### config.mk
export PLATFORM = sky130hd
export DESIGN_NAME = elevator_request_scheduler_flat
export DESIGN_NICKNAME = d
export VERILOG_FILES = /design/src/hw/rtl/ers_pkg.sv /design/src/hw/rtl/ers_in_if.sv /design/src/hw/rtl/ers_out_if.sv /design/src/hw/rtl/ers_ctrl.sv /design/src/hw/rtl/ers_datapath.sv /design/src/hw/rtl/elevator_request_scheduler.sv /design/src/flat_wrapper.sv
export SDC_FILE = /design/constraint.sdc
export NUM_CORES = 1
export LEC_CHECK = 0
export BUFFER_PORTS_ARGS = -buffer_cell sky130_fd_sc_hd__buf_2
export CAP_MARGIN = 20
export CORE_MARGIN = 2
export CORE_UTILIZATION = 50
export DETAILED_ROUTE_END_ITERATION = 6
export PLACE_DENSITY = 0.69
export SYNTH_ARGS = -nofsm -noshare
export SYNTH_HDL_FRONTEND = slang
export SYNTH_SLANG_ARGS = --single-unit
### constraint.sdc
create_clock -name clk -period 5.95 [get_ports clk]
set_clock_uncertainty 0.05 [all_clocks]
set_input_delay 0.595 -clock clk [delete_from_list [all_inputs] [get_ports clk]]
set_output_delay 0.595 -clock clk [all_outputs]
set_load 0.05 [all_outputs]
### src/hw/rtl/ers_pkg.sv
// Package for the elevator request scheduler: field widths, codes and
// the command/status bundles between controller and datapath. No dependencies.
`default_nettype none
package ers_pkg;

	localparam int MAX_FLOORS_DEF = 64;
	localparam int TIMER_W_DEF    = 16;

	localparam int FLOOR_W = 7;
	localparam int DIR_W   = 2;
	localparam int CFG_W   = 16;
	localparam int CFG_IDX_W = 2;
	localparam int WALK_W  = 8;

	localparam logic [DIR_W-1:0] DIR_NONE = 2'd0;
	localparam logic [DIR_W-1:0] DIR_UP   = 2'd1;
	localparam logic [DIR_W-1:0] DIR_DOWN = 2'd2;

	localparam logic OP_TICK    = 1'b0;
	localparam logic OP_REQUEST = 1'b1;

	localparam logic [CFG_IDX_W-1:0] REG_FLOOR_COUNT = 2'd0;
	localparam logic [CFG_IDX_W-1:0] REG_DOOR_TICKS  = 2'd1;
	localparam logic [CFG_IDX_W-1:0] REG_TRAVEL_TICKS = 2'd2;

	typedef struct packed {
		logic latch;
		logic walk;
		logic apply;
	} ers_cmd_t;

	typedef struct packed {
		logic need_search;
		logic hit;
	} ers_sts_t;

endpackage
`default_nettype wire

### src/hw/rtl/ers_in_if.sv
// Input channel of the elevator request scheduler: valid/ready plus item.
// Depends on ers_pkg.
`default_nettype none
interface ers_in_if;
	import ers_pkg::*;
	logic               valid;
	logic               ready;
	logic               operation;
	logic [FLOOR_W-1:0] request_floor;
	modport source (output valid, operation, request_floor, input ready);
	modport sink (input valid, operation, request_floor, output ready);
endinterface
`default_nettype wire

### src/hw/rtl/ers_out_if.sv
// Result channel of the elevator request scheduler: valid/ready plus status.
// Depends on ers_pkg.
`default_nettype none
interface ers_out_if;
	import ers_pkg::*;
	logic               valid;
	logic               ready;
	logic               accepted;
	logic [FLOOR_W-1:0] car_floor;
	logic [FLOOR_W-1:0] goal_floor;
	logic               in_motion;
	logic               doors_are_open;
	logic [DIR_W-1:0]   heading;
	logic [FLOOR_W-1:0] pending_count;
	logic               arrived;
	modport source (output valid, accepted, car_floor, goal_floor, in_motion,
		doors_are_open, heading, pending_count, arrived, input ready);
	modport sink (input valid, accepted, car_floor, goal_floor, in_motion,
		doors_are_open, heading, pending_count, arrived, output ready);
endinterface
`default_nettype wire

### src/hw/rtl/ers_ctrl.sv
// Controller of the elevator request scheduler: sequences latch, service
// order walk and apply, and owns the result valid. Depends on ers_pkg.
`default_nettype none
module ers_ctrl (
	input  wire logic              clk,
	input  wire logic              arst_n,
	input  wire logic              in_valid,
	output logic                   in_ready,
	output logic                   out_valid,
	input  wire logic              out_ready,
	input  wire ers_pkg::ers_sts_t sts,
	output ers_pkg::ers_cmd_t      cmd
);
	import ers_pkg::*;

	localparam logic [1:0] S_IDLE   = 2'd0;
	localparam logic [1:0] S_SEARCH = 2'd1;
	localparam logic [1:0] S_APPLY  = 2'd2;

	logic [1:0] state_q, state_d;
	logic       out_valid_q;
	logic       slot_free;

	assign slot_free = !out_valid_q || out_ready;
	assign in_ready  = (state_q == S_IDLE);
	assign out_valid = out_valid_q;

	always_comb begin
		state_d   = state_q;
		cmd.latch = 1'b0;
		cmd.walk  = 1'b0;
		cmd.apply = 1'b0;
		case (state_q)
			S_IDLE: begin
				if (in_valid) begin
					cmd.latch = 1'b1;
					state_d   = S_SEARCH;
				end
			end
			S_SEARCH: begin
				// walk the service order until the first pending floor
				cmd.walk = sts.need_search;
				if (!sts.need_search || sts.hit)
					state_d = S_APPLY;
			end
			S_APPLY: begin
				if (slot_free) begin
					cmd.apply = 1'b1;
					state_d   = S_IDLE;
				end
			end
			default: state_d = S_IDLE;
		endcase
	end

	always_ff @(posedge clk or negedge arst_n) begin
		if (!arst_n) begin
			state_q     <= S_IDLE;
			out_valid_q <= 1'b0;
		end else begin
			state_q <= state_d;
			if (cmd.apply)
				out_valid_q <= 1'b1;
			else if (out_ready)
				out_valid_q <= 1'b0;
		end
	end
endmodule
`default_nettype wire

### src/hw/rtl/ers_datapath.sv
// Datapath of the elevator request scheduler: config registers, car state,
// pending floor map, service order walker and result register. Depends on ers_pkg.
`default_nettype none
module ers_datapath #(
	parameter int MaxFloors = ers_pkg::MAX_FLOORS_DEF,
	parameter int TimerW    = ers_pkg::TIMER_W_DEF
) (
	input  wire logic                          clk,
	input  wire logic                          arst_n,
	input  wire logic                          cfg_we,
	input  wire logic [ers_pkg::CFG_IDX_W-1:0] cfg_index,
	input  wire logic [ers_pkg::CFG_W-1:0]     cfg_data,
	input  wire logic                          in_operation,
	input  wire logic [ers_pkg::FLOOR_W-1:0]   in_floor,
	input  wire ers_pkg::ers_cmd_t             cmd,
	output ers_pkg::ers_sts_t                  sts,
	output logic                               out_accepted,
	output logic [ers_pkg::FLOOR_W-1:0]        out_car_floor,
	output logic [ers_pkg::FLOOR_W-1:0]        out_goal_floor,
	output logic                               out_in_motion,
	output logic                               out_doors_are_open,
	output logic [ers_pkg::DIR_W-1:0]          out_heading,
	output logic [ers_pkg::FLOOR_W-1:0]        out_pending_count,
	output logic                               out_arrived
);
	import ers_pkg::*;

	localparam int IDX_W = (MaxFloors > 1) ? $clog2(MaxFloors) : 1;
	localparam int CMP_W = (TimerW > CFG_W) ? TimerW : CFG_W;
	localparam logic [FLOOR_W-1:0] MAX_F = FLOOR_W'(MaxFloors);

	// configuration
	logic [FLOOR_W-1:0] floor_count_q;
	logic [CFG_W-1:0]   door_ticks_q, travel_ticks_q;
	// car state
	logic [FLOOR_W-1:0] car_q, goal_q;
	logic               moving_q, door_q;
	logic [DIR_W-1:0]   dir_q;
	logic [TimerW-1:0]  move_t_q, door_t_q;
	logic [MaxFloors-1:0] pend_q;
	logic [FLOOR_W-1:0] count_q;
	// order in force since the last accepted request
	logic [FLOOR_W-1:0] order_car_q;
	logic [DIR_W-1:0]   order_dir_q;
	// latched item and walker
	logic               op_q;
	logic [FLOOR_W-1:0] req_q;
	logic [WALK_W-1:0]  k_q;
	logic [FLOOR_W-1:0] head_q;

	function automatic logic [TimerW-1:0] t_adv(input logic [TimerW-1:0] t);
		return (t == {TimerW{1'b1}}) ? t : t + 1'b1;
	endfunction

	function automatic logic t_done(input logic [TimerW-1:0] t,
			input logic [CFG_W-1:0] lim);
		return (CMP_W'(t) >= CMP_W'(lim)) || (t == {TimerW{1'b1}});
	endfunction

	function automatic logic [IDX_W-1:0] fidx(input logic [FLOOR_W-1:0] f);
		logic [FLOOR_W-1:0] m;
		m = f - 1'b1;
		return m[IDX_W-1:0];
	endfunction

	logic [FLOOR_W-1:0] usable;
	assign usable = (floor_count_q > MAX_F) ? MAX_F : floor_count_q;

	// candidate floor at walk position k
	logic signed [9:0] cs, ks, ms, fs;
	logic              cand_ok;
	logic [FLOOR_W-1:0] cand;
	always_comb begin
		cs = signed'({3'b000, order_car_q});
		ks = signed'({2'b00, k_q});
		ms = signed'({3'b000, MAX_F});
		case (order_dir_q)
			DIR_UP:   fs = (ks <= ms - cs) ? cs + ks : ms - ks;
			DIR_DOWN: fs = (ks < cs) ? cs - ks : ks + 10'sd1;
			default: begin
				if (ks == 10'sd0)
					fs = cs;
				else if (ks[0])
					fs = cs - ((ks + 10'sd1) >>> 1);
				else
					fs = cs + (ks >>> 1);
			end
		endcase
		cand_ok = (fs >= 10'sd1) && (fs <= ms);
		cand    = fs[FLOOR_W-1:0];
	end

	assign sts.hit = cand_ok && pend_q[fidx(cand)];
	assign sts.need_search = (op_q == OP_TICK) && !moving_q && (count_q != '0);

	// next state for the latched item
	logic               n_acc, n_arr, n_moving, n_door;
	logic [FLOOR_W-1:0] n_car, n_goal, n_count;
	logic [DIR_W-1:0]   n_dir;
	logic [TimerW-1:0]  n_move_t, n_door_t;
	logic [MaxFloors-1:0] n_pend;
	logic               drop_en;
	logic [FLOOR_W-1:0] drop_f;
	logic               req_ok;

	assign req_ok = (req_q != '0) && (req_q <= usable) && !pend_q[fidx(req_q)];

	always_comb begin
		n_acc = 1'b0; n_arr = 1'b0;
		n_moving = moving_q; n_door = door_q;
		n_car = car_q; n_goal = goal_q; n_dir = dir_q;
		n_move_t = move_t_q; n_door_t = door_t_q;
		n_pend = pend_q; n_count = count_q;
		drop_en = 1'b0; drop_f = head_q;
		if (op_q == OP_REQUEST) begin
			if (req_ok) begin
				n_acc = 1'b1;
				n_pend[fidx(req_q)] = 1'b1;
				n_count = count_q + 1'b1;
			end
		end else begin
			if (door_q) begin
				n_door_t = t_adv(door_t_q);
				if (t_done(n_door_t, door_ticks_q))
					n_door = 1'b0;
			end
			if (moving_q) begin
				n_move_t = t_adv(move_t_q);
				if (t_done(n_move_t, travel_ticks_q)) begin
					n_car = goal_q;
					n_moving = 1'b0;
					n_door = 1'b1;
					n_door_t = '0;
					n_arr = 1'b1;
					drop_en = 1'b1;
					drop_f = goal_q;
				end
			end else if (count_q != '0) begin
				if (head_q == car_q) begin
					n_door = 1'b1;
					n_door_t = '0;
					drop_en = 1'b1;
				end else if (head_q > usable) begin
					drop_en = 1'b1;
				end else begin
					n_goal = head_q;
					n_moving = 1'b1;
					n_dir = (head_q > car_q) ? DIR_UP : DIR_DOWN;
					n_move_t = '0;
				end
			end
			if (drop_en && (drop_f != '0) && (drop_f <= MAX_F) && pend_q[fidx(drop_f)]) begin
				n_pend[fidx(drop_f)] = 1'b0;
				n_count = count_q - 1'b1;
			end
		end
	end

	always_ff @(posedge clk or negedge arst_n) begin
		if (!arst_n) begin
			floor_count_q  <= FLOOR_W'(16);
			door_ticks_q   <= CFG_W'(150);
			travel_ticks_q <= CFG_W'(200);
			car_q       <= FLOOR_W'(1);
			goal_q      <= FLOOR_W'(1);
			moving_q    <= 1'b0;
			door_q      <= 1'b0;
			dir_q       <= DIR_NONE;
			move_t_q    <= '0;
			door_t_q    <= '0;
			pend_q      <= '0;
			count_q     <= '0;
			order_car_q <= FLOOR_W'(1);
			order_dir_q <= DIR_NONE;
		end else begin
			if (cfg_we) begin
				case (cfg_index)
					REG_FLOOR_COUNT:  floor_count_q  <= cfg_data[FLOOR_W-1:0];
					REG_DOOR_TICKS:   door_ticks_q   <= cfg_data;
					REG_TRAVEL_TICKS: travel_ticks_q <= cfg_data;
					default: ;
				endcase
			end
			if (cmd.apply) begin
				car_q    <= n_car;
				goal_q   <= n_goal;
				moving_q <= n_moving;
				door_q   <= n_door;
				dir_q    <= n_dir;
				move_t_q <= n_move_t;
				door_t_q <= n_door_t;
				pend_q   <= n_pend;
				count_q  <= n_count;
				// a queued request rebuilds the order from the current car and heading
				if (n_acc) begin
					order_car_q <= car_q;
					order_dir_q <= dir_q;
				end
			end
		end
	end

	always_ff @(posedge clk) begin
		if (cmd.latch) begin
			op_q  <= in_operation;
			req_q <= in_floor;
			k_q   <= '0;
		end else if (cmd.walk) begin
			head_q <= cand;
			k_q    <= k_q + 1'b1;
		end
		if (cmd.apply) begin
			out_accepted       <= n_acc;
			out_car_floor      <= n_car;
			out_goal_floor     <= n_goal;
			out_in_motion      <= n_moving;
			out_doors_are_open <= n_door;
			out_heading        <= n_dir;
			out_pending_count  <= n_count;
			out_arrived        <= n_arr;
		end
	end
endmodule
`default_nettype wire

### src/hw/rtl/elevator_request_scheduler.sv
// Top level of the single-car elevator request scheduler.
// Depends on ers_pkg, ers_in_if, ers_out_if, ers_ctrl and ers_datapath.
//
//  channel  | direction | handshake      | payload
//  ---------+-----------+----------------+------------------------------------
//  item     | in        | valid / ready  | operation, request_floor
//  result   | out       | valid / ready  | accepted, car_floor, goal_floor,
//           |           |                | in_motion, doors_are_open, heading,
//           |           |                | pending_count, arrived
//  cfg      | in        | cfg_we         | cfg_index, cfg_data
//
// Sequencing: one item at a time: latch, search, apply. A request, or a tick
// that finds the car moving or nothing queued, skips the walk; a tick that
// starts service walks the service order one position per cycle up to the
// head, using the single order walker in the datapath. Reset: asynchronous,
// active low; config returns to 16 floors, 150 and 200 ticks. No clearing
// pass. Stalls: the result register holds a finished transfer while the next
// item is taken; apply waits only if it is still full.
`default_nettype none
module elevator_request_scheduler #(
	parameter int MaxFloors = ers_pkg::MAX_FLOORS_DEF,
	parameter int TimerW    = ers_pkg::TIMER_W_DEF
) (
	input  wire logic                          clk,
	input  wire logic                          arst_n,
	ers_in_if.sink                             item,
	ers_out_if.source                          result,
	input  wire logic                          cfg_we,
	input  wire logic [ers_pkg::CFG_IDX_W-1:0] cfg_index,
	input  wire logic [ers_pkg::CFG_W-1:0]     cfg_data
);
	import ers_pkg::*;

	ers_cmd_t cmd;
	ers_sts_t sts;

	// sequence each item: latch, optional order walk, apply into result register
	ers_ctrl u_ctrl (
		.clk       (clk),
		.arst_n    (arst_n),
		.in_valid  (item.valid),
		.in_ready  (item.ready),
		.out_valid (result.valid),
		.out_ready (result.ready),
		.sts       (sts),
		.cmd       (cmd)
	);

	// hold car state, pending map and the result payload
	ers_datapath #(
		.MaxFloors (MaxFloors),
		.TimerW    (TimerW)
	) u_dp (
		.clk                (clk),
		.arst_n             (arst_n),
		.cfg_we             (cfg_we),
		.cfg_index          (cfg_index),
		.cfg_data           (cfg_data),
		.in_operation       (item.operation),
		.in_floor           (item.request_floor),
		.cmd                (cmd),
		.sts                (sts),
		.out_accepted       (result.accepted),
		.out_car_floor      (result.car_floor),
		.out_goal_floor     (result.goal_floor),
		.out_in_motion      (result.in_motion),
		.out_doors_are_open (result.doors_are_open),
		.out_heading        (result.heading),
		.out_pending_count  (result.pending_count),
		.out_arrived        (result.arrived)
	);

	// an accepted item closes the input in the next cycle
	a_busy_after_accept: assert property (@(posedge clk) disable iff (!arst_n)
		item.valid && item.ready |=> !item.ready)
		else $error("input ready right after a transfer");

	// a moving car always has a heading
	a_motion_heading: assert property (@(posedge clk) disable iff (!arst_n)
		result.valid && result.in_motion |-> result.heading != DIR_NONE)
		else $error("car in motion with no heading");

	// an arrival stops the car, opens the doors and is never a request
	a_arrival: assert property (@(posedge clk) disable iff (!arst_n)
		result.valid && result.arrived |->
			!result.in_motion && result.doors_are_open && !result.accepted)
		else $error("inconsistent arrival result");

	// apply only happens from the apply state with the result slot free
	a_apply_slot: assert property (@(posedge clk) disable iff (!arst_n)
		cmd.apply |-> !result.valid || result.ready)
		else $error("result overwritten before transfer");

endmodule
`default_nettype wire
### src/flat_wrapper.sv
// flat-port wrapper written by rule: the top's interface ports become plain ports
module elevator_request_scheduler_flat import ers_pkg::*;
#(
	parameter int MaxFloors = ers_pkg::MAX_FLOORS_DEF,
	parameter int TimerW    = ers_pkg::TIMER_W_DEF
)
  (clk, arst_n, cfg_we, cfg_index, cfg_data, item_valid, item_operation, item_request_floor, item_ready, result_valid, result_accepted, result_car_floor, result_goal_floor, result_in_motion, result_doors_are_open, result_heading, result_pending_count, result_arrived, result_ready);
  ers_in_if item_i ();
  ers_out_if result_i ();
  input  wire logic clk;
  input  wire logic arst_n;
  input  wire logic cfg_we;
  input  wire logic [ers_pkg::CFG_IDX_W-1:0] cfg_index;
  input  wire logic [ers_pkg::CFG_W-1:0] cfg_data;
  input wire logic [$bits(item_i.valid)-1:0] item_valid;
  input wire logic [$bits(item_i.operation)-1:0] item_operation;
  input wire logic [$bits(item_i.request_floor)-1:0] item_request_floor;
  output wire logic [$bits(item_i.ready)-1:0] item_ready;
  output wire logic [$bits(result_i.valid)-1:0] result_valid;
  output wire logic [$bits(result_i.accepted)-1:0] result_accepted;
  output wire logic [$bits(result_i.car_floor)-1:0] result_car_floor;
  output wire logic [$bits(result_i.goal_floor)-1:0] result_goal_floor;
  output wire logic [$bits(result_i.in_motion)-1:0] result_in_motion;
  output wire logic [$bits(result_i.doors_are_open)-1:0] result_doors_are_open;
  output wire logic [$bits(result_i.heading)-1:0] result_heading;
  output wire logic [$bits(result_i.pending_count)-1:0] result_pending_count;
  output wire logic [$bits(result_i.arrived)-1:0] result_arrived;
  input wire logic [$bits(result_i.ready)-1:0] result_ready;
  assign item_i.valid = item_valid;
  assign item_i.operation = item_operation;
  assign item_i.request_floor = item_request_floor;
  assign item_ready = item_i.ready;
  assign result_valid = result_i.valid;
  assign result_accepted = result_i.accepted;
  assign result_car_floor = result_i.car_floor;
  assign result_goal_floor = result_i.goal_floor;
  assign result_in_motion = result_i.in_motion;
  assign result_doors_are_open = result_i.doors_are_open;
  assign result_heading = result_i.heading;
  assign result_pending_count = result_i.pending_count;
  assign result_arrived = result_i.arrived;
  assign result_i.ready = result_ready;
  elevator_request_scheduler #(.MaxFloors(MaxFloors), .TimerW(TimerW)) u_core (.clk(clk), .arst_n(arst_n), .item(item_i), .result(result_i), .cfg_we(cfg_we), .cfg_index(cfg_index), .cfg_data(cfg_data));
endmodule
==> results_dict.tcl <==
set metrics [dict create \
    wirelength_mm 47.8 \
    tns_ps 0 \
    clockBufferDepth 3 \
    routedWlPerCell_um 21.4 \
    synthesis.nets 1874 \
    grt_usage_pct 28.4 \
    dr.pass1.iters 6 \
    initial_core_util_pct 50.8 \
    cp.arrival_ps 5980 \
    ys_seq_area_share_pct 35.8 \
    synth_edf_count 42 \
    row_count 65 \
    place_congestion 0.960 \
    fin_nets 1956 \
    synth.distinct_cells 77 \
    fin_crit_sh_pct 96.8 \
    htreeDepth 1 \
    coreArea_mm2 0.0316 \
    hp-class "primary input to async pin" \
    cts-root-buf "clkbuf_16" \
    grt_max_degree 173 \
    critPathKind "register to register" \
    synth_seq_cells 222 \
    die_x_um 183 \
    yosysMostFrequentCell "a21oi_1" \
    ant_nets 0 \
    port_buffers 59 \
    clkTransAtPathRegs_ps 60 \
    die_area_mm2 0.0335 \
    clkPwrFrac_pct 22.4 \
    first_global_vias 13620 \
    final_hold_viol_count 0 \
    synthFlopType "dfrtp_1" \
    num_vias 14184 \
    worst_pin_slew_ps 1300 \
    slew_headroom_pct 12.7 \
    ys.warnings.count 0 \
    syn_inst 1733 \
    endpoint_kind "register" \
    grt_pass1_wl_mm 75.5 \
    drive_gt1_share_pct 19.3 \
    maxCapViolations 0 \
    period_needed_ps 5760 \
    cts_made_buffers 25 \
    worstPathMaxFanout 17 \
    setup_viol 0 \
    sequentialPowerShare_pct 27.8 \
    finalMaxSlewViolations 0 \
    antenna_found_initial 1 \
    dp_hpwl_mm 34.6 \
    required_ps 6180 \
    cts_hold_buf 0 \
    async_reset_ff_share_pct 77.5 \
    clk_latency_ps 530 \
    syn_area_mm2 0.0160 \
    yosys.area.top_type "dfrtp_1" \
    clock_sinks 222 \
    overflow 0 \
    fmax_mhz 174 \
    cp-start-kind "register" \
    powerDensity_mw_per_mm2 438 \
    p_leak_nw 8.16 \
    swShare_pct 42.3 \
    combPwrFrac_pct 49.8 \
    switchingPower_w 0.00340 \
    avgSynthCellArea_um2 9.26 \
    die_h_um 183 \
    yosysTopAreaCellShare_pct 25.1 \
    drt_iter0_markers 1274 \
    viasPerCell 6.34 \
    post-route-drc-count 0 \
    synthTopCellsByArea "dfrtp_1 (25%), ha_1 (8.3%), edfxtp_1 (7.9%)" \
    io_pins 60 \
    syn2layout_area_growth_pct 14.5 \
    yosys-top-cells-count "a21oi_1 (186), nand2_1 (180), dfrtp_1 (161)" \
    vdd_drop_max_v 0.000406 \
    finalHoldWorstSlack_ps 51.6 \
    cts_tree "yes" \
    status "finished, final reports clean" \
    p_int_w 0.00463 \
]
==> kinds of logic after synthesis <==
group	after synthesis	synth area share, %
mux	154	12.3
fa+ha+maj	110	8.77
flops	222	35.8
xor+xnor	93	5.20
buf+inv	180	4.25
simple gates	538	16.9
compound gates	436	16.7
==> what timing repair did <==
action | in CTS | in global routing
resized for setup | 0 | 29
setup buffers | 0 | 8
setup endpoints to repair | 0 | 80
endpoints found under the hold margin | 0 | 0
==> final cells by class <==
cell class	instances	area [um^2]
inverters	90	338
diodes	1	2.50
clock buffers	32	713
multi-input cells	1331	9820
well taps	402	503
clock inverters	13	244
flip-flops and latches	222	5740
fillers	2743	13200
repair buffers	145	1000
==> cell usage in the layout (no fill, tap or decap), types with 17 or more instances in the layout <==
cell type and n:
nor3_1 38, nand4_1 23, nor2b_1 21, nand2_1 179, a21oi_1 184, nor2_1 108, mux2i_1 44, mux4_2 27
clkbuf_16 26, o21a_1 17, xnor2_1 50, and3_1 17, nand3_1 40, edfxtp_1 42, o21ai_0 79, inv_1 84
mux2_2 79, dfrtp_1 160, buf_2 58, buf_4 78, ha_1 103, xor2_1 37, nand2b_1 19
==> critical path: stages (launching register included) <==
cell     delay, ps
dfrtp_1        400
ha_2           220
and3_2         250
buf_4          150
nand4_1         90
mux2_2         350
ha_1           280
nand3_1        140
o31ai_1        270
o22a_1         230
a21oi_4         60
o31ai_4         90
nand2_2        120
mux2i_4        230
ha_4           350
buf_4          260
mux2i_1        250
mux2i_1        150
mux2_2         290
o32ai_1        450
nor4_4          90
nor2_4         440
buf_4          220
xnor2_1         70
==> stage by stage <==
step | instances | power (W) | worst slack (ps) | utilization [%] | area, um^2
6_report | 2236 | 0.00803 | 193 | 58.2 | 18400
4_1_cts | 2224 | 0.00796 | 0.254 | 57.5 | 18100
3_3_place_gp | 2177 | 0.00605 | 203 | 54.4 | 17200
2_1_floorplan | 1733 | 0.00500 | 14.5 | - | 16100
5_1_grt | 2235 | 0.00849 | -15.3 | 58.2 | 18400
3_5_place_dp | 2179 | 0.00613 | 47.6 | 54.4 | 17200
==> power by group through the flow <==
stage               clock (W)  combinational (W)  sequential (W)
finish                0.00180            0.00400         0.00223
detailed placement          0            0.00388         0.00224
floorplan                   0            0.00275         0.00224
CTS                   0.00182            0.00391         0.00222
global route          0.00188            0.00435         0.00226
global placement            0            0.00381         0.00224
==> path summary, 6_finish.rpt <==
| path | start | end | slack (ps) | cells after the start |
|---|---|---|---|---|
| min in group clk | item_request_floor[4] | u_core.u_dp.req_q[4]$_DFFE_PP_ | 190 | 1 |
| max in group asynchronous | arst_n | u_core.u_dp.move_t_q[8]$_DFFE_PN0P_ | 4810 | 2 |
| worst max register to register | u_core.u_dp.move_t_q[1]$_DFFE_PN0P_ | u_core.u_dp.out_pending_count[0]$_DFFE_PP_ | 190 | 23 |
| worst max-delay path | u_core.u_dp.move_t_q[1]$_DFFE_PN0P_ | u_core.u_dp.out_pending_count[0]$_DFFE_PP_ | 190 | 23 |
| worst min register to register | u_core.u_dp.car_q[0]$_DFFE_PN1P_ | u_core.u_dp.car_q[0]$_DFFE_PN1P_ | 440 | 2 |
| worst min-delay path | arst_n | u_core.u_dp.pend_q[36]$_DFFE_PN0P_ | 50 | 2 |
==> sequential cells by signal, summed over array words and instances (netlist names), 8 cells and up <==
register                    cells
u_core.u_dp.pend_q             64
u_core.u_dp.k_q                 8
u_core.u_dp.move_t_q           16
u_core.u_dp.travel_ticks_q     16
u_core.u_dp.door_ticks_q       16
u_core.u_dp.door_t_q           16
==> routing by layer <==
layer	vias to the layer above	track usage (%)	wire length [um]
li1	6461	-	-
met1	6896	37.2	19200
met2	656	46.8	22400
met3	171	4.17	3730
met4	0	12.7	2450
met5	-	0	0
(Power assumes the default switching activity.)
